[src/rtl/core/wcdm_pkg.sv]
// Package for the work/client dispatch matcher: shared types and constants.
// Used by wcdm_ctrl, wcdm_dp and work_client_dispatch_matcher. No dependencies.
package wcdm_pkg;

  localparam int CFG_IDX_W = 2;
  localparam int CFG_DATA_W = 16;
  localparam int CLIENT_W = 16;
  localparam int JOB_W = 16;
  localparam int STAGE_W = 6;
  localparam int SPLIT_W = 8;

  localparam logic [CFG_IDX_W-1:0] REG_THRESHOLD = 2'd0;
  localparam logic [CFG_IDX_W-1:0] REG_STAGE = 2'd1;

  localparam logic [CLIENT_W-1:0] THRESHOLD_RESET = 16'd55;
  localparam logic [STAGE_W-1:0] STAGE_RESET = 6'd5;

  localparam logic KIND_WORK = 1'b0;
  localparam logic KIND_REQUEST = 1'b1;

  typedef struct packed {
    logic [JOB_W-1:0]   job;
    logic [STAGE_W-1:0] stage;
    logic [SPLIT_W-1:0] split;
  } work_entry_t;

  typedef enum logic [1:0] {
    ST_IDLE,
    ST_SCAN,
    ST_SHIFT,
    ST_FINISH
  } wcdm_state_t;

  typedef struct packed {
    logic start;
    logic scan_step;
    logic take_hit;
    logic shift_step;
    logic enqueue;
    logic remove;
    logic load_out;
  } wcdm_cmd_t;

  typedef struct packed {
    logic hit;
    logic more;
    logic pend;
    logic out_busy;
  } wcdm_status_t;

endpackage

[src/rtl/core/wcdm_ctrl.sv]
// Controller state machine of the dispatch matcher.
// Depends on wcdm_pkg; drives commands to wcdm_dp and reads its status.
module wcdm_ctrl (
  input  logic                  clk,
  input  logic                  rst_n,
  input  logic                  in_valid,
  output logic                  in_stall,
  input  wcdm_pkg::wcdm_status_t st,
  output wcdm_pkg::wcdm_cmd_t    cmd
);

  wcdm_pkg::wcdm_state_t state_r;
  wcdm_pkg::wcdm_state_t state_nxt;

  always_ff @(posedge clk) begin
    if (!rst_n) begin
      state_r <= wcdm_pkg::ST_IDLE;
    end else begin
      state_r <= state_nxt;
    end
  end

  always_comb begin
    state_nxt = state_r;
    unique case (state_r)
      wcdm_pkg::ST_IDLE: begin
        if (in_valid) begin
          state_nxt = wcdm_pkg::ST_SCAN;
        end
      end
      wcdm_pkg::ST_SCAN: begin
        if (st.hit) begin
          state_nxt = wcdm_pkg::ST_SHIFT;
        end else if (!st.more) begin
          state_nxt = wcdm_pkg::ST_FINISH;
        end
      end
      wcdm_pkg::ST_SHIFT: begin
        if (!st.more && !st.pend) begin
          state_nxt = wcdm_pkg::ST_FINISH;
        end
      end
      wcdm_pkg::ST_FINISH: begin
        if (!st.out_busy) begin
          state_nxt = wcdm_pkg::ST_IDLE;
        end
      end
      default: state_nxt = wcdm_pkg::ST_IDLE;
    endcase
  end

  always_comb begin
    cmd = '0;
    in_stall = 1'b1;
    unique case (state_r)
      wcdm_pkg::ST_IDLE: begin
        in_stall = 1'b0;
        cmd.start = in_valid;
      end
      wcdm_pkg::ST_SCAN: begin
        if (st.hit) begin
          cmd.take_hit = 1'b1;
          cmd.shift_step = 1'b1;
        end else if (st.more) begin
          cmd.scan_step = 1'b1;
        end else begin
          cmd.enqueue = 1'b1;
        end
      end
      wcdm_pkg::ST_SHIFT: begin
        cmd.shift_step = 1'b1;
        cmd.remove = !st.more && !st.pend;
      end
      wcdm_pkg::ST_FINISH: begin
        cmd.load_out = !st.out_busy;
      end
      default: begin
        cmd = '0;
      end
    endcase
  end

endmodule

[src/rtl/core/wcdm_dp.sv]
// Datapath of the dispatch matcher: both queue memories, counts, scan pointer,
// configuration registers and the output register. Depends on wcdm_pkg.
module wcdm_dp #(
  parameter int WORK_QUEUE_DEPTH = 16,
  parameter int CLIENT_QUEUE_DEPTH = 16
) (
  input  logic                                clk,
  input  logic                                rst_n,
  input  wcdm_pkg::wcdm_cmd_t                  cmd,
  output wcdm_pkg::wcdm_status_t               st,
  input  logic                                cfg_we,
  input  logic [wcdm_pkg::CFG_IDX_W-1:0]      cfg_index,
  input  logic [wcdm_pkg::CFG_DATA_W-1:0]     cfg_wdata,
  input  logic                                in_kind,
  input  logic [wcdm_pkg::CLIENT_W-1:0]       in_client_id,
  input  logic [wcdm_pkg::JOB_W-1:0]          in_job_id,
  input  logic [wcdm_pkg::STAGE_W-1:0]        in_task_id,
  input  logic [wcdm_pkg::SPLIT_W-1:0]        in_split_index,
  output logic                                out_valid,
  input  logic                                out_stall,
  output logic                                out_dispatched,
  output logic [wcdm_pkg::CLIENT_W-1:0]       out_client,
  output logic [wcdm_pkg::JOB_W-1:0]          out_job,
  output logic [wcdm_pkg::STAGE_W-1:0]        out_task,
  output logic [wcdm_pkg::SPLIT_W-1:0]        out_split,
  output logic                                out_dropped
);

  localparam int WAW = $clog2(WORK_QUEUE_DEPTH);
  localparam int CAW = $clog2(CLIENT_QUEUE_DEPTH);
  localparam int WCW = $clog2(WORK_QUEUE_DEPTH + 1);
  localparam int CCW = $clog2(CLIENT_QUEUE_DEPTH + 1);
  localparam int IW = (WCW > CCW) ? WCW : CCW;

  wcdm_pkg::work_entry_t work_mem [WORK_QUEUE_DEPTH];
  logic [wcdm_pkg::CLIENT_W-1:0] client_mem [CLIENT_QUEUE_DEPTH];

  wcdm_pkg::work_entry_t          work_rd_r;
  logic [wcdm_pkg::CLIENT_W-1:0]  client_rd_r;

  logic [wcdm_pkg::CLIENT_W-1:0]  thr_r;
  logic [wcdm_pkg::STAGE_W-1:0]   stage_r;

  logic                           kind_r;
  logic [wcdm_pkg::CLIENT_W-1:0]  client_r;
  wcdm_pkg::work_entry_t          item_r;

  logic [WCW-1:0]                 wcnt_r;
  logic [CCW-1:0]                 ccnt_r;
  logic [IW-1:0]                  idx_r;
  logic [IW-1:0]                  wa_r;
  logic                           chk_r;
  logic                           pend_r;

  logic                           res_disp_r;
  logic [wcdm_pkg::CLIENT_W-1:0]  res_client_r;
  wcdm_pkg::work_entry_t          res_item_r;
  logic                           res_drop_r;

  logic                           out_valid_r;
  logic                           out_disp_r;
  logic [wcdm_pkg::CLIENT_W-1:0]  out_client_r;
  wcdm_pkg::work_entry_t          out_item_r;
  logic                           out_drop_r;

  logic [IW-1:0]                  srch_cnt;
  logic                           more;
  logic                           match;
  logic                           rd_issue;
  logic                           wfull;
  logic                           cfull;
  logic                           w_we;
  logic [WAW-1:0]                 w_wa;
  wcdm_pkg::work_entry_t          w_wd;
  logic                           c_we;
  logic [CAW-1:0]                 c_wa;
  logic [wcdm_pkg::CLIENT_W-1:0]  c_wd;

  assign srch_cnt = (kind_r == wcdm_pkg::KIND_WORK) ? IW'(ccnt_r) : IW'(wcnt_r);
  assign more = idx_r < srch_cnt;
  assign match = (kind_r == wcdm_pkg::KIND_WORK) ?
                 ((client_rd_r < thr_r) || (item_r.stage == stage_r)) :
                 ((client_r < thr_r) || (work_rd_r.stage == stage_r));
  assign rd_issue = (cmd.scan_step || cmd.shift_step) && more;
  assign wfull = (wcnt_r == WCW'(WORK_QUEUE_DEPTH));
  assign cfull = (ccnt_r == CCW'(CLIENT_QUEUE_DEPTH));

  assign st.hit = chk_r && match;
  assign st.more = more;
  assign st.pend = pend_r;
  assign st.out_busy = out_valid_r && out_stall;

  always_comb begin
    w_we = 1'b0;
    w_wa = wa_r[WAW-1:0];
    w_wd = work_rd_r;
    c_we = 1'b0;
    c_wa = wa_r[CAW-1:0];
    c_wd = client_rd_r;
    if (kind_r == wcdm_pkg::KIND_REQUEST) begin
      w_we = cmd.shift_step && pend_r;
      c_we = cmd.enqueue && !cfull;
      c_wa = ccnt_r[CAW-1:0];
      c_wd = client_r;
    end else begin
      c_we = cmd.shift_step && pend_r;
      w_we = cmd.enqueue && !wfull;
      w_wa = wcnt_r[WAW-1:0];
      w_wd = item_r;
    end
  end

  always_ff @(posedge clk) begin
    if (w_we) begin
      work_mem[w_wa] <= w_wd;
    end
    if (rd_issue && kind_r == wcdm_pkg::KIND_REQUEST) begin
      work_rd_r <= work_mem[idx_r[WAW-1:0]];
    end
  end

  always_ff @(posedge clk) begin
    if (c_we) begin
      client_mem[c_wa] <= c_wd;
    end
    if (rd_issue && kind_r == wcdm_pkg::KIND_WORK) begin
      client_rd_r <= client_mem[idx_r[CAW-1:0]];
    end
  end

  always_ff @(posedge clk) begin
    if (!rst_n) begin
      thr_r <= wcdm_pkg::THRESHOLD_RESET;
      stage_r <= wcdm_pkg::STAGE_RESET;
    end else if (cfg_we) begin
      unique case (cfg_index)
        wcdm_pkg::REG_THRESHOLD: thr_r <= cfg_wdata;
        wcdm_pkg::REG_STAGE: stage_r <= cfg_wdata[wcdm_pkg::STAGE_W-1:0];
        default: begin
        end
      endcase
    end
  end

  always_ff @(posedge clk) begin
    if (cmd.start) begin
      kind_r <= in_kind;
      client_r <= in_client_id;
      item_r.job <= in_job_id;
      item_r.stage <= in_task_id;
      item_r.split <= in_split_index;
    end
  end

  always_ff @(posedge clk) begin
    if (!rst_n) begin
      wcnt_r <= '0;
      ccnt_r <= '0;
      idx_r <= '0;
      wa_r <= '0;
      chk_r <= 1'b0;
      pend_r <= 1'b0;
    end else begin
      if (cmd.start) begin
        idx_r <= '0;
        chk_r <= 1'b0;
        pend_r <= 1'b0;
      end
      if (cmd.scan_step) begin
        chk_r <= more;
        if (more) begin
          idx_r <= idx_r + 1'b1;
        end
      end
      if (cmd.shift_step) begin
        pend_r <= more;
        if (more) begin
          idx_r <= idx_r + 1'b1;
          wa_r <= idx_r - 1'b1;
        end
      end
      if (kind_r == wcdm_pkg::KIND_REQUEST) begin
        if (cmd.remove) begin
          wcnt_r <= wcnt_r - 1'b1;
        end
        if (cmd.enqueue && !cfull) begin
          ccnt_r <= ccnt_r + 1'b1;
        end
      end else begin
        if (cmd.remove) begin
          ccnt_r <= ccnt_r - 1'b1;
        end
        if (cmd.enqueue && !wfull) begin
          wcnt_r <= wcnt_r + 1'b1;
        end
      end
    end
  end

  always_ff @(posedge clk) begin
    if (cmd.take_hit) begin
      res_disp_r <= 1'b1;
      res_drop_r <= 1'b0;
      if (kind_r == wcdm_pkg::KIND_WORK) begin
        res_client_r <= client_rd_r;
        res_item_r <= item_r;
      end else begin
        res_client_r <= client_r;
        res_item_r <= work_rd_r;
      end
    end else if (cmd.enqueue) begin
      res_disp_r <= 1'b0;
      res_client_r <= '0;
      res_item_r <= '0;
      res_drop_r <= (kind_r == wcdm_pkg::KIND_WORK) ? wfull : cfull;
    end
  end

  always_ff @(posedge clk) begin
    if (!rst_n) begin
      out_valid_r <= 1'b0;
    end else if (cmd.load_out) begin
      out_valid_r <= 1'b1;
    end else if (out_valid_r && !out_stall) begin
      out_valid_r <= 1'b0;
    end
  end

  always_ff @(posedge clk) begin
    if (cmd.load_out) begin
      out_disp_r <= res_disp_r;
      out_client_r <= res_client_r;
      out_item_r <= res_item_r;
      out_drop_r <= res_drop_r;
    end
  end

  assign out_valid = out_valid_r;
  assign out_dispatched = out_disp_r;
  assign out_client = out_client_r;
  assign out_job = out_item_r.job;
  assign out_task = out_item_r.stage;
  assign out_split = out_item_r.split;
  assign out_dropped = out_drop_r;

endmodule

[src/rtl/core/work_client_dispatch_matcher.sv]
// An accepted item is registered and the other queue is searched entry by entry up to its
// fill (at most the queue depth); a match closes up that queue behind the taken entry, and
// no match queues the item or drops it if full, and out_stall can hold back the result.
// Throughput: one item at a time; the next item is accepted in the cycle after the result is
// registered, even while that result waits. The single read port of each queue memory,
// one entry per cycle for the search and for closing up the queue, sets this figure.
// Reset clears both queue counts, loads the registers with 55 and 5, and empties the output.
module work_client_dispatch_matcher #(
  parameter int WORK_QUEUE_DEPTH = 16,
  parameter int CLIENT_QUEUE_DEPTH = 16
) (
  input  logic                            clk,
  input  logic                            rst_n,
  input  logic                            cfg_we,
  input  logic [wcdm_pkg::CFG_IDX_W-1:0]  cfg_index,
  input  logic [wcdm_pkg::CFG_DATA_W-1:0] cfg_wdata,
  input  logic                            in_valid,
  output logic                            in_stall,
  input  logic                            in_kind,
  input  logic [wcdm_pkg::CLIENT_W-1:0]   in_client_id,
  input  logic [wcdm_pkg::JOB_W-1:0]      in_job_id,
  input  logic [wcdm_pkg::STAGE_W-1:0]    in_task_id,
  input  logic [wcdm_pkg::SPLIT_W-1:0]    in_split_index,
  output logic                            out_valid,
  input  logic                            out_stall,
  output logic                            out_dispatched,
  output logic [wcdm_pkg::CLIENT_W-1:0]   out_client,
  output logic [wcdm_pkg::JOB_W-1:0]      out_job,
  output logic [wcdm_pkg::STAGE_W-1:0]    out_task,
  output logic [wcdm_pkg::SPLIT_W-1:0]    out_split,
  output logic                            out_dropped
);

  wcdm_pkg::wcdm_cmd_t    cmd;
  wcdm_pkg::wcdm_status_t st;

  wcdm_ctrl u_ctrl (
    .clk      (clk),
    .rst_n    (rst_n),
    .in_valid (in_valid),
    .in_stall (in_stall),
    .st       (st),
    .cmd      (cmd)
  );

  wcdm_dp #(
    .WORK_QUEUE_DEPTH   (WORK_QUEUE_DEPTH),
    .CLIENT_QUEUE_DEPTH (CLIENT_QUEUE_DEPTH)
  ) u_dp (
    .clk            (clk),
    .rst_n          (rst_n),
    .cmd            (cmd),
    .st             (st),
    .cfg_we         (cfg_we),
    .cfg_index      (cfg_index),
    .cfg_wdata      (cfg_wdata),
    .in_kind        (in_kind),
    .in_client_id   (in_client_id),
    .in_job_id      (in_job_id),
    .in_task_id     (in_task_id),
    .in_split_index (in_split_index),
    .out_valid      (out_valid),
    .out_stall      (out_stall),
    .out_dispatched (out_dispatched),
    .out_client     (out_client),
    .out_job        (out_job),
    .out_task       (out_task),
    .out_split      (out_split),
    .out_dropped    (out_dropped)
  );

  a_busy_after_accept: assert property (@(posedge clk) disable iff (!rst_n)
    (in_valid && !in_stall) |=> in_stall)
    else $error("block accepted a transaction but did not go busy");

  a_disp_not_drop: assert property (@(posedge clk) disable iff (!rst_n)
    out_valid |-> !(out_dispatched && out_dropped))
    else $error("result both dispatched and dropped");

  a_zero_fields: assert property (@(posedge clk) disable iff (!rst_n)
    (out_valid && !out_dispatched) |->
      (out_client == '0 && out_job == '0 && out_task == '0 && out_split == '0))
    else $error("undispatched result carries nonzero fields");

  a_reset_idle: assert property (@(posedge clk)
    !rst_n |=> (!out_valid && !in_stall))
    else $error("block not idle after reset");

endmodule

[config.mk]
export PLATFORM = sky130hd
export DESIGN_NAME = work_client_dispatch_matcher
export DESIGN_NICKNAME = d
export VERILOG_FILES = /design/src/rtl/core/wcdm_pkg.sv /design/src/rtl/core/wcdm_ctrl.sv /design/src/rtl/core/wcdm_dp.sv /design/src/rtl/core/work_client_dispatch_matcher.sv
export SDC_FILE = /design/constraint.sdc
export NUM_CORES = 1
export LEC_CHECK = 0
export ABC_AREA = 1
export BUFFER_PORTS_ARGS = -buffer_cell sky130_fd_sc_hd__buf_4
export CORE_UTILIZATION = 60
export CTS_CLUSTER_SIZE = 10
export DETAILED_ROUTE_END_ITERATION = 6
export HOLD_SLACK_MARGIN = 0.08
export PLACE_DENSITY = 0.77
export SYNTH_ARGS = -nofsm -noshare
export SYNTH_HDL_FRONTEND = slang
export SYNTH_HIERARCHICAL = 1
export SYNTH_SLANG_ARGS = --single-unit
[constraint.sdc]
create_clock -name clk -period 5.85 [get_ports clk]
set_input_delay 1.17 -clock clk [delete_from_list [all_inputs] [get_ports clk]]
set_output_delay 1.17 -clock clk [all_outputs]
set_load 0.05 [all_outputs]
==> results of run 1 <==
## worst paths after layout
| check | endpoint |
|---|---|
| hold reg to reg | u_dp/out_split[7]$_DFFE_PP_ |
| hold / removal | u_dp/out_split[7]$_DFFE_PP_ |
| setup / recovery | u_dp/work_mem[13][21]$_DFFE_PP_ |
| setup reg to reg | u_dp/work_mem[13][21]$_DFFE_PP_ |
## per-stage QoR
step / hold slack (ns) / area (um2)
floorplan: 0.4003 / 38450
global placement: 0.4016 / 39990
detailed placement: 0.4045 / 39990
CTS: 0.4132 / 43010
global route: 0.4131 / 43010
finish: 0.4162 / 43010
## critical path, cell delays in order, from the launching register on
cell and delay [ns]:
edfxtp_1 0.62, buf_4 0.31, buf_4 0.58, nand2_1 0.15
o211ai_2 0.09, nand2_2 0.12, nand2_4 0.12, inv_1 0.10
nor2_1 0.24, nand3_1 0.16, nand2_1 0.25, nand3_1 0.39
nor2_4 0.98
## kinds of logic (layout without fill, tap and decap cells)
family / count (synthesis) / count (layout) / synth area share
AO/OA/AOI/OAI: 728 / 728 / 0.1077
XOR/XNOR: 18 / 18 / 0.004100
flip-flops: 971 / 971 / 0.7458
adder cells (fa/ha/maj): 50 / 50 / 0.01666
AND/OR/NAND/NOR: 921 / 921 / 0.09593
buffers and inverters: 247 / 383 / 0.02981
## area by class of cell
| class | instances | area (um2) | area share |
|---|---|---|---|
| tap | 846 | 1059 | 0.02461 |
| timing repair buffer | 158 | 1186 | 0.02758 |
| multi-input combinational | 1717 | 8773 | 0.2040 |
| sequential | 971 | 28690 | 0.6669 |
| clock inverter | 9 | 170.2 | 0.003956 |
| inverter | 73 | 284.0 | 0.006603 |
| clock buffer | 143 | 2854 | 0.06635 |
## cells in the final DEF, fill, tap and decap left out, types with 3 or more instances in the layout
master     instances
nor2_4            19
edfxtp_1         923
nor3_1             5
clkinv_16          4
nand2_1          343
o22ai_1          110
a21oi_1          103
inv_1             63
or2_2              9
dfxtp_1           45
clkbuf_16        108
o221ai_1          74
buf_4            158
o21a_1             3
nor2_2             3
nor2_1           427
ha_1              48
xor2_1            16
o21ai_0          372
nand3_2            3
inv_2              8
nand4_1            3
o21ai_1           38
clkbuf_1          33
o211ai_1          23
nand3_1          104
## registers in the layout, summed over array words and instances (netlist names), 2 cells and up
signal	cells
u_dp/out_client	16
u_dp/thr_r	16
u_dp/out_job	16
u_dp/res_client_r	16
u_dp/work_rd_r	30
u_dp/out_task	6
u_ctrl/state_r	2
u_dp/res_item_r	30
u_dp/item_r	30
u_dp/client_r	16
u_dp/idx_r	5
u_dp/wcnt_r	5
u_dp/out_split	8
u_dp/ccnt_r	5
u_dp/client_rd_r	16
u_dp/work_mem	480
u_dp/stage_r	6
u_dp/client_mem	256
u_dp/wa_r	4
## metal layers
metal	up-vias	global-route usage
met1	12230	0.4007
met4	2	0.1338
met3	241	0.05665
li1	10950	-
met5	-	0
met2	1688	0.4713
## report_power, final
group	total [mW]	switching (mW)	internal (mW)	leakage, nW
Clock	5.95	2.58	3.38	1.45
Sequential	8.94	0.288	8.65	8.77
Combinational	4.83	3.69	1.14	4.49
==> metrics.yaml, run 1 <==
outcome:
  status: "complete, no violations"
clock_network:
  ctsHoldBuffers: 0
  htreeDepth: 3
  ctsResizeCount: 0
  cts-root-buf: "clkbuf_16"
  clk_path_buf_depth: 3
  cts_setup_buffers: 0
  cts_tree: "yes"
  clock_sinks: 971
  worstSkewPairLatency_ns: 0.69
  clk_pin_slew_worst_paths_ns: 0.05
  cts_buffers: 108
yosys:
  ys_warn_count: 6
  synthCells: 2935
  synth_seq_cells: 971
  synth_flop_cell: "edfxtp_1"
  synth_top_cell_by_area: "edfxtp_1"
  syn_nets: 3055
  synthDistinctLibCells: 39
  yosysMostFrequentCell: "edfxtp_1"
  ys_top_cells_by_count: "923 x edfxtp_1, 446 x nor2_1, 372 x o21ai_0, 344 x nand2_1, 110 x o22ai_1"
  synthArstFlopShare: 0
  avgSynthCellArea_um2: 13.10
  synth-edff-count: 923
  ys_seq_area_frac: 0.7458
  syn_area_um2: 38450
  synthDominantCellAreaShare: 0.7208
  synthTopCellsByArea: "edfxtp_1 72%, o21ai_0 4.8%, nor2_1 4.4%"
power:
  finalPower_mw: 19.72
  p_leak_nw: 14.71
  powerDensity_nw_per_um2: 458.6
  ir_drop_mv: 0.2702
timing:
  hold_viol_final: 0
  fmax_mhz: 218.9
  period_share: 0.7809
  finalSetupViolations: 0
  maxSlewViolCount: 0
  fin_crit_ns: 4.568
  tns_ns: 0
  rsz0062_at_grt: "false"
  maxSlewHeadroom: 0.1839
  max_slew.worst_pin.slew_ns: 1.221
  fin_ws_ns: 1.282
  skew_ns: 0.04858
worst_setup_path:
  critPathRequiredTime_ns: 6.15
  reg2reg_slack_ns: 1.28
  worstRegToRegCells: 12
  crit_path_end_kind: "register"
  cp-start-kind: "register"
  startpoint: "u_dp/kind_r$_DFFE_PP_"
  worstPathMaxFanout: 50
  r2r-start: "u_dp/kind_r$_DFFE_PP_"
  arrival_ns: 4.87
  worst-setup-path-type: "reg -> reg"
final_layout:
  instances_no_fill: 3917
  fin_nets: 3149
  final_core_util: 0.6806
  diodes: 0
  area_growth_pct: 11.86
  final.fill_count: 4172
  drive_gt1_frac: 0.1078
floorplan:
  num_io_pins: 120
  core-area_um2: 63200
  start_util: 0.6085
  die_w_um: 255.2
  dieHeight_um: 255.2
  die_area_um2: 65100
  rows: 92
drt:
  firstDrtPassIters: 6
  drt-wirelength-per-cell_um: 24.66
  detail-route-antenna-nets: 0
  wl_met2_mm: 46.27
  wl_met3_mm: 10.35
  vias: 25110
  drt_iter0_markers: 3446
  via_per_inst: 6.412
  drc_errors: 0
  wl_met1_mm: 36.25
  routed_wl_mm: 96.58
  highest_layer: "met5"
place:
  dp_slack_ns: 1.369
  gp_congestion: 0.9696
  portBuffers: 119
  dp_cells: 3765
  place_hpwl_mm: 56.43
grt:
  track_usage: 0.2964
  grt_pass1_vias: 24420
  grt_max_degree: 117
  antenna_found_initial: 2
  grt_overflow: 0
  grt_pass1_wl_mm: 142.9
min_path:
  min-delay-start: "u_dp/res_item_r[7]$_SDFFCE_PN0P_"
  min_path_cells: 0
  hp-class: "reg -> reg"
run:
  cap_viol_max_count: 0
No activity file was read; power rests on OpenSTA's default activity.
==> inputs of run 2 (changes only) <==
--- a/config.mk
+++ b/config.mk
@@ -5,7 +5,7 @@
 export SDC_FILE = /design/constraint.sdc
 export NUM_CORES = 1
 export LEC_CHECK = 0
-export ABC_AREA = 1
+export ABC_AREA = 0
 export BUFFER_PORTS_ARGS = -buffer_cell sky130_fd_sc_hd__buf_4
 export CORE_UTILIZATION = 60
 export CTS_CLUSTER_SIZE = 10
==> constraint.sdc (replaced) <==
create_clock -name clk -period 4.3 [get_ports clk]
set_input_delay 0.86 -clock clk [delete_from_list [all_inputs] [get_ports clk]]
set_output_delay 0.86 -clock clk [all_outputs]
set_load 0.05 [all_outputs]
==> run 2 against run 1 <==
Global-route usage fell by 1.6 points; critical path depth rose by 2; register-to-register slack got worse by 1.0 ns; total power rose by 19%; maximum frequency rose by 13%; cell area rose by 0.99%; routed wire length fell by 10%; sequential power rose by 32%; die area fell by 1.6%; non-clock buffer count rose by 32; largest cell class unchanged.
==> metrics.yaml, run 2 <==
worst_setup_path:
  cp-start-kind: "register"
  critPathMaxStageDelay_ns: 0.42  # -0.56 ns
  slowest_stage: "edfxtp_1"
  worstRegToRegCells: 14  # +2
  worstPathMaxFanout: 30  # -40%
  path_cells: "ha_1, a211oi_1, o21ai_0, a211oi_2, o21ai_0, a32oi_1, and2_2, o21a_1, nand2_1, o2bb2ai_1, o21ai_0, buf_4, nor2_4, buf_12"
  r2r-start: "u_dp/client_r[2]$_DFFE_PP_"
  crit_path_frequent_cell: "o21ai_0"
  crit_path_end_kind: "register"
  critPathRequiredTime_ns: 4.64  # -1.51 ns
  worst-setup-path-type: "reg -> reg"
  startpoint: "u_dp/client_r[2]$_DFFE_PP_"
  arrival_ns: 4.38  # -0.49 ns
min_path:
  min-delay-start: "in_kind"
  min_path_cells: 1  # +1
  hp-class: "in -> reg"
clock_network:
  ctsResizeCount: 0  # unchanged
  cts_setup_buffers: 0  # unchanged
  clock_sinks: 971  # unchanged
  ctsHoldBuffers: 0  # unchanged
  cts_buffers: 107  # -0.93%
  cts-root-buf: "clkbuf_16"
  clk_path_buf_depth: 3  # unchanged
  cts_tree: "yes"
  worstSkewPairLatency_ns: 0.68  # about the same
  clk_pin_slew_worst_paths_ns: 0.06  # about the same
  htreeDepth: 3  # unchanged
final_layout:
  largest_reg_flops: 480  # unchanged
  top_register: "u_dp/work_mem"
  final_core_util: 0.7000  # +0.01941
  fin_area_um2: 43440  # +0.99%
  reg.largest.list: "u_dp/work_mem x480, u_dp/client_mem x256"
  final_cell_mix: "923 x edfxtp_1, 226 x mux4_2, 163 x buf_4"
  final.fill_count: 3595  # -14%
  fin_nets: 2123  # -33%
  seqCellArea_um2: 28690  # about the same
  drive_gt1_frac: 0.3049  # +0.1971
  final_common_cell: "edfxtp_1"
  multi_input_area_um2: 8776  # about the same
  area_growth_pct: 14.84
place:
  dp_slack_ns: 0.1818  # -1.187 ns
  gp_congestion: 0.8830  # -8.9%
  portBuffers: 119  # unchanged
  place_hpwl_mm: 51.36  # -9.0%
  placed_cell_area_um2: 40400  # +1.0%
timing:
  max_slew.worst_pin.slew_ns: 1.253  # +0.03189 ns
  maxSlewHeadroom: 0.1637  # -0.02025
  whs_ns: 0.3589  # -0.05733 ns
  maxSlewViolCount: 0  # unchanged
  fmax_mhz: 247.6  # +13%
  rsz0062_at_grt: "false"
  finalSetupViolations: 0  # unchanged
  fin_crit_ns: 4.039  # -0.5290 ns
  skew_ns: 0.03232  # -0.01626 ns
  fin_ws_ns: 0.2611  # -1.021 ns
  hold_viol_final: 0  # unchanged
  period_share: 0.9393  # +0.1584
drt:
  routed_wl_mm: 86.90  # -10%
  drt_iter0_markers: 2076  # -40%
  firstDrtPassIters: 5  # -1
  vias: 18610  # -26%
  drc_errors: 0  # unchanged
  detail-route-antenna-nets: 0  # unchanged
  via_per_inst: 6.421  # +0.14%
  drt-wirelength-per-cell_um: 29.99  # +22%
grt:
  track_usage: 0.2804  # -0.01599
  grt_pass1_vias: 19230  # -21%
  grt_max_degree: 88  # -25%
  grt_overflow: 0  # unchanged
  antenna_found_initial: 1  # -1
  grt_pass1_wl_mm: 127.6  # -11%
yosys:
  synth_seq_cells: 971  # unchanged
  synth_top_family_by_area: "multiplexers"
  synth_compound_area_frac: 0.01621  # -0.09150
  synthArstFlopShare: 0  # unchanged
  ys_seq_area_frac: 0.7582  # +0.01236
  yosys.area_share.simple: 0.03219  # -0.06374
  synthAdderAreaFrac: 0.01694  # +0.0002761
  syn_area_um2: 37830  # -1.6%
  synthDistinctLibCells: 56  # +44%
  ys_top_cells_by_count: "923 x edfxtp_1, 226 x mux4_2, 64 x nor2_1, 50 x nand2_1"
  avgSynthCellArea_um2: 21.19  # +62%
  synth_flop_cell: "edfxtp_1"
  synth_top_cell_by_area: "edfxtp_1"
  yosysMostFrequentCell: "edfxtp_1"
  syn_nets: 1905  # -38%
  synthDominantCellAreaShare: 0.7328  # +0.01195
  synth_mux_area_frac: 0.1563  # +0.1563
  synth-xor-area-share: 0.004863  # +0.0007626
  ys_warn_count: 6  # unchanged
  synthTopCellsByArea: "edfxtp_1 73%, mux4_2 13%, dfxtp_1 2.5%"
  synth-edff-count: 923  # unchanged
  synthCells: 1785  # -39%
floorplan:
  die_area_um2: 64050  # -1.6%
  rows: 91  # -1.1%
  dieHeight_um: 253.1  # -0.81%
  core-area_um2: 62050  # -1.8%
  die_w_um: 253.1  # -0.81%
  num_io_pins: 120  # unchanged
  start_util: 0.6096  # +0.001099
outcome:
  status: "complete, no violations"
power:
  ir_drop_mv: 0.3909  # +45%
  powerDensity_nw_per_um2: 541.9  # +18%
  p_leak_nw: 13.82  # -6.0%
run:
  cap_viol_max_count: 0  # unchanged
==> run 2: cell types whose count changed after synthesis, moves of 36 or more <==
cell / before / now
and2_1: 0 / 48
o221ai_1: 74 / 0
buf_2: 81 / 12
nand3_1: 104 / 12
a21oi_1: 103 / 24
o21ai_1: 38 / 2
nand2_1: 344 / 50
mux2_2: 0 / 46
o21ai_0: 372 / 19
mux4_2: 0 / 226
o22ai_1: 110 / 0
nor2_1: 446 / 64
==> run 2: layout make-up <==
type,count,area share
inverter,33,0.002852
clock buffer,160,0.06743
multi-input combinational,700,0.2020
antenna,1,0.00005761
sequential,971,0.6605
timing repair buffer,190,0.04061
tap,837,0.02411
clock inverter,6,0.002448
==> run 2: path summary, 6_finish.rpt <==
check,endpoint,slack [ns]
max,u_dp/work_mem[5][16]$_DFFE_PP_,0.26
min,u_dp/kind_r$_DFFE_PP_,0.36
max reg2reg,u_dp/work_mem[5][16]$_DFFE_PP_,0.26
min reg2reg,u_dp/out_task[1]$_DFFE_PP_,0.41
==> run 2: worst max-delay path: cells and delay by family, from the launching register on <==
family          cells  cell delay (ns)
buf+inv             2             0.45
fa+ha+maj           1             0.31
flops               1             0.42
compound gates      8             2.08
simple gates        3             0.46
==> run 2: cells by family after synthesis <==
group / after synthesis
buffers and inverters: 114
muxes: 296
adders and majority gates: 50
AOI/OAI and AO/OA: 94
xor gates and xnor gates: 21
DFF: 971
and+or+nand+nor: 239
==> run 2: power by group <==
group	switching, mW	internal, mW
logic	2.30	1.36
clock network	3.48	4.65
registers	0.287	11.5
total	6.07	17.5
==> run 2: routing by layer <==
| metal | GRT usage | up-vias | share of wire |
|---|---|---|---|
| li1 | - | 7733 | - |
| met1 | 0.3885 | 9722 | 0.39 |
| met2 | 0.4585 | 1012 | 0.51 |
| met3 | 0.05150 | 140 | 0.084 |
| met4 | 0.08883 | 0 | 0.024 |
| met5 | 0 | - | 0 |
==> run 2: metrics by stage <==
step           TNS [ns]  power, mW  instances
2_1_floorplan   -179.12      14.26       1785
3_3_place_gp          0      15.44       2731
3_5_place_dp          0      15.56       2731
4_1_cts               0      23.67       2897
5_1_grt               0      24.28       2897
6_report              0      23.54       2898
==> inputs of run 3 (changes only) <==
==> constraint.sdc (replaced) <==
create_clock -name clk -period 4.25 [get_ports clk]
set_input_delay 0.85 -clock clk [delete_from_list [all_inputs] [get_ports clk]]
set_output_delay 0.85 -clock clk [all_outputs]
set_load 0.05 [all_outputs]
==> run 3 against run 2 <==
Clock skew decreased by 0.0044 ns; count of clock-buffer cells in the layout fell by 10; total power increased by 0.89%; final cell count fell by 0.76%; critical path depth did not move; critical path type unchanged; sequential power is essentially flat; combinational power hardly changed; first-iteration DRC count shrank 10%.
==> metrics.yaml, run 3 (synthesized netlist as in run 2, its figures left out) <==
timing:
  finalSetupViolations: 0  # unchanged
  maxSlewViolCount: 0  # unchanged
  skew_ns: 0.02796  # -0.004363 ns
  period_share: 0.9528  # +0.01347
  max_slew.worst_pin.slew_ns: 1.251  # -0.002446 ns
  fmax_mhz: 247.0  # -0.25%
  rsz0062_at_grt: "true"
  hold_viol_final: 0  # unchanged
  maxSlewHeadroom: 0.1653  # +0.001633
  fin_crit_ns: 4.049  # +0.01029 ns
grt:
  grt_max_degree: 157  # +78%
  grt_overflow: 0  # unchanged
  grtUsageMet3: 0.06250  # +0.01100
  grtUsageMet1: 0.3996  # +0.01103
  antenna_found_initial: 1  # unchanged
  grt_pass1_vias: 19050  # -0.92%
  met2_usage: 0.4268  # -0.03171
  track_usage: 0.2766  # -0.003795
  gr-max-usage-layer: "met2"
  grt_pass1_wl_mm: 125.4  # -1.7%
place:
  gp_congestion: 0.9112  # +3.2%
  placed_cell_area_um2: 40190  # -0.52%
  portBuffers: 119  # unchanged
  place_hpwl_mm: 47.88  # -6.8%
floorplan:
  dieHeight_um: 253.1  # unchanged
  start_util: 0.6096  # unchanged
  die_w_um: 253.1  # unchanged
  die_area_um2: 64050  # unchanged
  num_io_pins: 120  # unchanged
  rows: 91  # unchanged
  core-area_um2: 62050  # unchanged
final_layout:
  fin_area_um2: 43300  # -0.32%
  area_growth_pct: 14.47
  fin_nets: 2112  # -0.52%
  final_core_util: 0.6978  # -0.002258
  final_cell_mix: "923 x edfxtp_1, 226 x mux4_2, 155 x buf_4"
  diodes: 0  # -1
  largest_reg_flops: 480  # unchanged
  final.fill_count: 3621  # +0.72%
  drive_gt1_frac: 0.3041  # -0.0007837
  top_register: "u_dp/work_mem"
  reg.largest.list: "u_dp/work_mem x480, u_dp/client_mem x256"
  final_common_cell: "edfxtp_1"
power:
  combPwrFrac: 0.152  # -0.003
  p_seq_frac: 0.501  # +0.002
  switching_share: 0.2564  # -0.001310
  p_switching_mw: 6.091  # +0.38%
  powerDensity_nw_per_um2: 548.5  # +1.2%
  p_leak_nw: 13.76  # -0.48%
  ir_drop_mv: 0.3697  # -5.4%
  p_clk_frac: 0.347  # +0.002
  p_int_mw: 17.66  # +1.1%
run:
  cap_viol_max_count: 0  # unchanged
worst_setup_path:
  slowest_stage: "o21ai_0"
  worstPathMaxFanout: 12  # -60%
  critPathMaxStageDelay_ns: 0.36  # -0.06 ns
  crit_family: "compound AO/OA/AOI/OAI gates"
  cp-start-kind: "register"
  r2r-start: "u_dp/thr_r[2]$_SDFFE_PN1P_"
  path_cells: "inv_1, ha_1, a211oi_1, o21ai_0, a211oi_1, o21ai_0, a32oi_1, and2_2, o21a_1, nand2_1, o21ai_0, nand2_1, nor2_2, buf_12"
  cp_num_buf_inv: 2  # unchanged
  arrival_ns: 4.42  # +0.04 ns
  crit_path_frequent_cell: "o21ai_0"
  crit_path_end_kind: "register"
  startpoint: "u_dp/thr_r[2]$_SDFFE_PN1P_"
  reg2reg_slack_ns: 0.20  # -0.06 ns
  critPathRequiredTime_ns: 4.62  # -0.02 ns
  worst-setup-path-type: "reg -> reg"
drt:
  drc_errors: 0  # unchanged
  drt-wirelength-per-cell_um: 29.84  # -0.47%
  firstDrtPassIters: 5  # unchanged
  routed_wl_mm: 85.83  # -1.2%
  vias: 18560  # -0.27%
  detail-route-antenna-nets: 0  # unchanged
  via_per_inst: 6.452  # +0.49%
  drt_iter0_markers: 1863  # -10%
outcome:
  status: "complete, no violations"
clock_network:
  htreeDepth: 3  # unchanged
  cts_buffers: 108  # +0.93%
  cts_tree: "yes"
  clk_path_buf_depth: 3  # unchanged
  ctsHoldBuffers: 0  # unchanged
  clock_sinks: 971  # unchanged
  worstSkewPairLatency_ns: 0.68  # about the same
  cts-root-buf: "clkbuf_16"
  clk_pin_slew_worst_paths_ns: 0.06  # about the same
min_path:
  hp-class: "in -> reg"
  min-delay-start: "in_split_index[5]"
## run 3: cell count changes in the layout (fill, tap and decap cells not counted), sizes merged
cell    previous run  this run
inv               35        37
clkinv             4         3
buf              190       178
clkbuf           160       150
diode              1         0
## run 3: routing by layer
metal / share of wire / wire, um
met1: 0.40 / 34010
met2: 0.48 / 41130
met3: 0.10 / 8730
met4: 0.023 / 1948
met5: 0.00015 / 13
## run 3: layout make-up
type | count | area (um2) | area share
Multi-Input combinational cell | 700 | 8790 | 0.2030
Tap cell | 837 | 1047 | 0.02419
Timing Repair Buffer | 178 | 1624 | 0.03751
Clock inverter | 7 | 111.4 | 0.002572
Sequential cell | 971 | 28690 | 0.6626
Clock buffer | 150 | 2913 | 0.06727
Inverter | 33 | 123.9 | 0.002861
## run 3: power groups by stage
stage	combinational [mW]	clock (mW)	sequential [mW]
after detailed placement	3.55	0	12.1
after global placement	3.44	0	12.0
after CTS	3.61	8.36	11.9
after floorplan	2.38	0	12.1
after global routing	3.86	8.69	11.9
final	3.62	8.23	11.9
## run 3: worst register-to-register path, cell delays in order (launching register included)
cell and delay, ns:
dfxtp_1 0.31, inv_1 0.07, ha_1 0.31, a211oi_1 0.23, o21ai_0 0.21, a211oi_1 0.35
o21ai_0 0.18, a32oi_1 0.36, and2_2 0.24, o21a_1 0.17, nand2_1 0.13, o21ai_0 0.36
nand2_1 0.30, nor2_2 0.35, buf_12 0.19
## run 3: through the flow
stage                     total power, mW  std cells  hold slack [ns]  worst slack [ns]  setup TNS, ns
after floorplan                     14.44       1785           0.4003           -0.4161         -96.02
after global placement              15.47       2715           0.4014            0.3706              0
after detailed placement            15.62       2715           0.4045            0.1880              0
after CTS                           23.87       2872           0.3105            0.1672              0
after global routing                24.49       2876           0.3277          -0.02497        -0.2521
final                               23.75       2876           0.3464            0.2008              0
## run 3: worst paths after layout
check | cells past startpoint | end
worst max-delay path | 14 | u_dp/client_mem[4][6]$_DFFE_PP_
worst min-delay path | 1 | u_dp/item_r[5]$_DFFE_PP_
worst max register to register | 14 | u_dp/client_mem[4][6]$_DFFE_PP_
worst min register to register | 0 | u_dp/out_job[0]$_DFFE_PP_
## run 3: timing repair
action,CTS,global route
endpoints found under the setup margin,0,192
gates resized for setup,0,2
buffers inserted,0,4
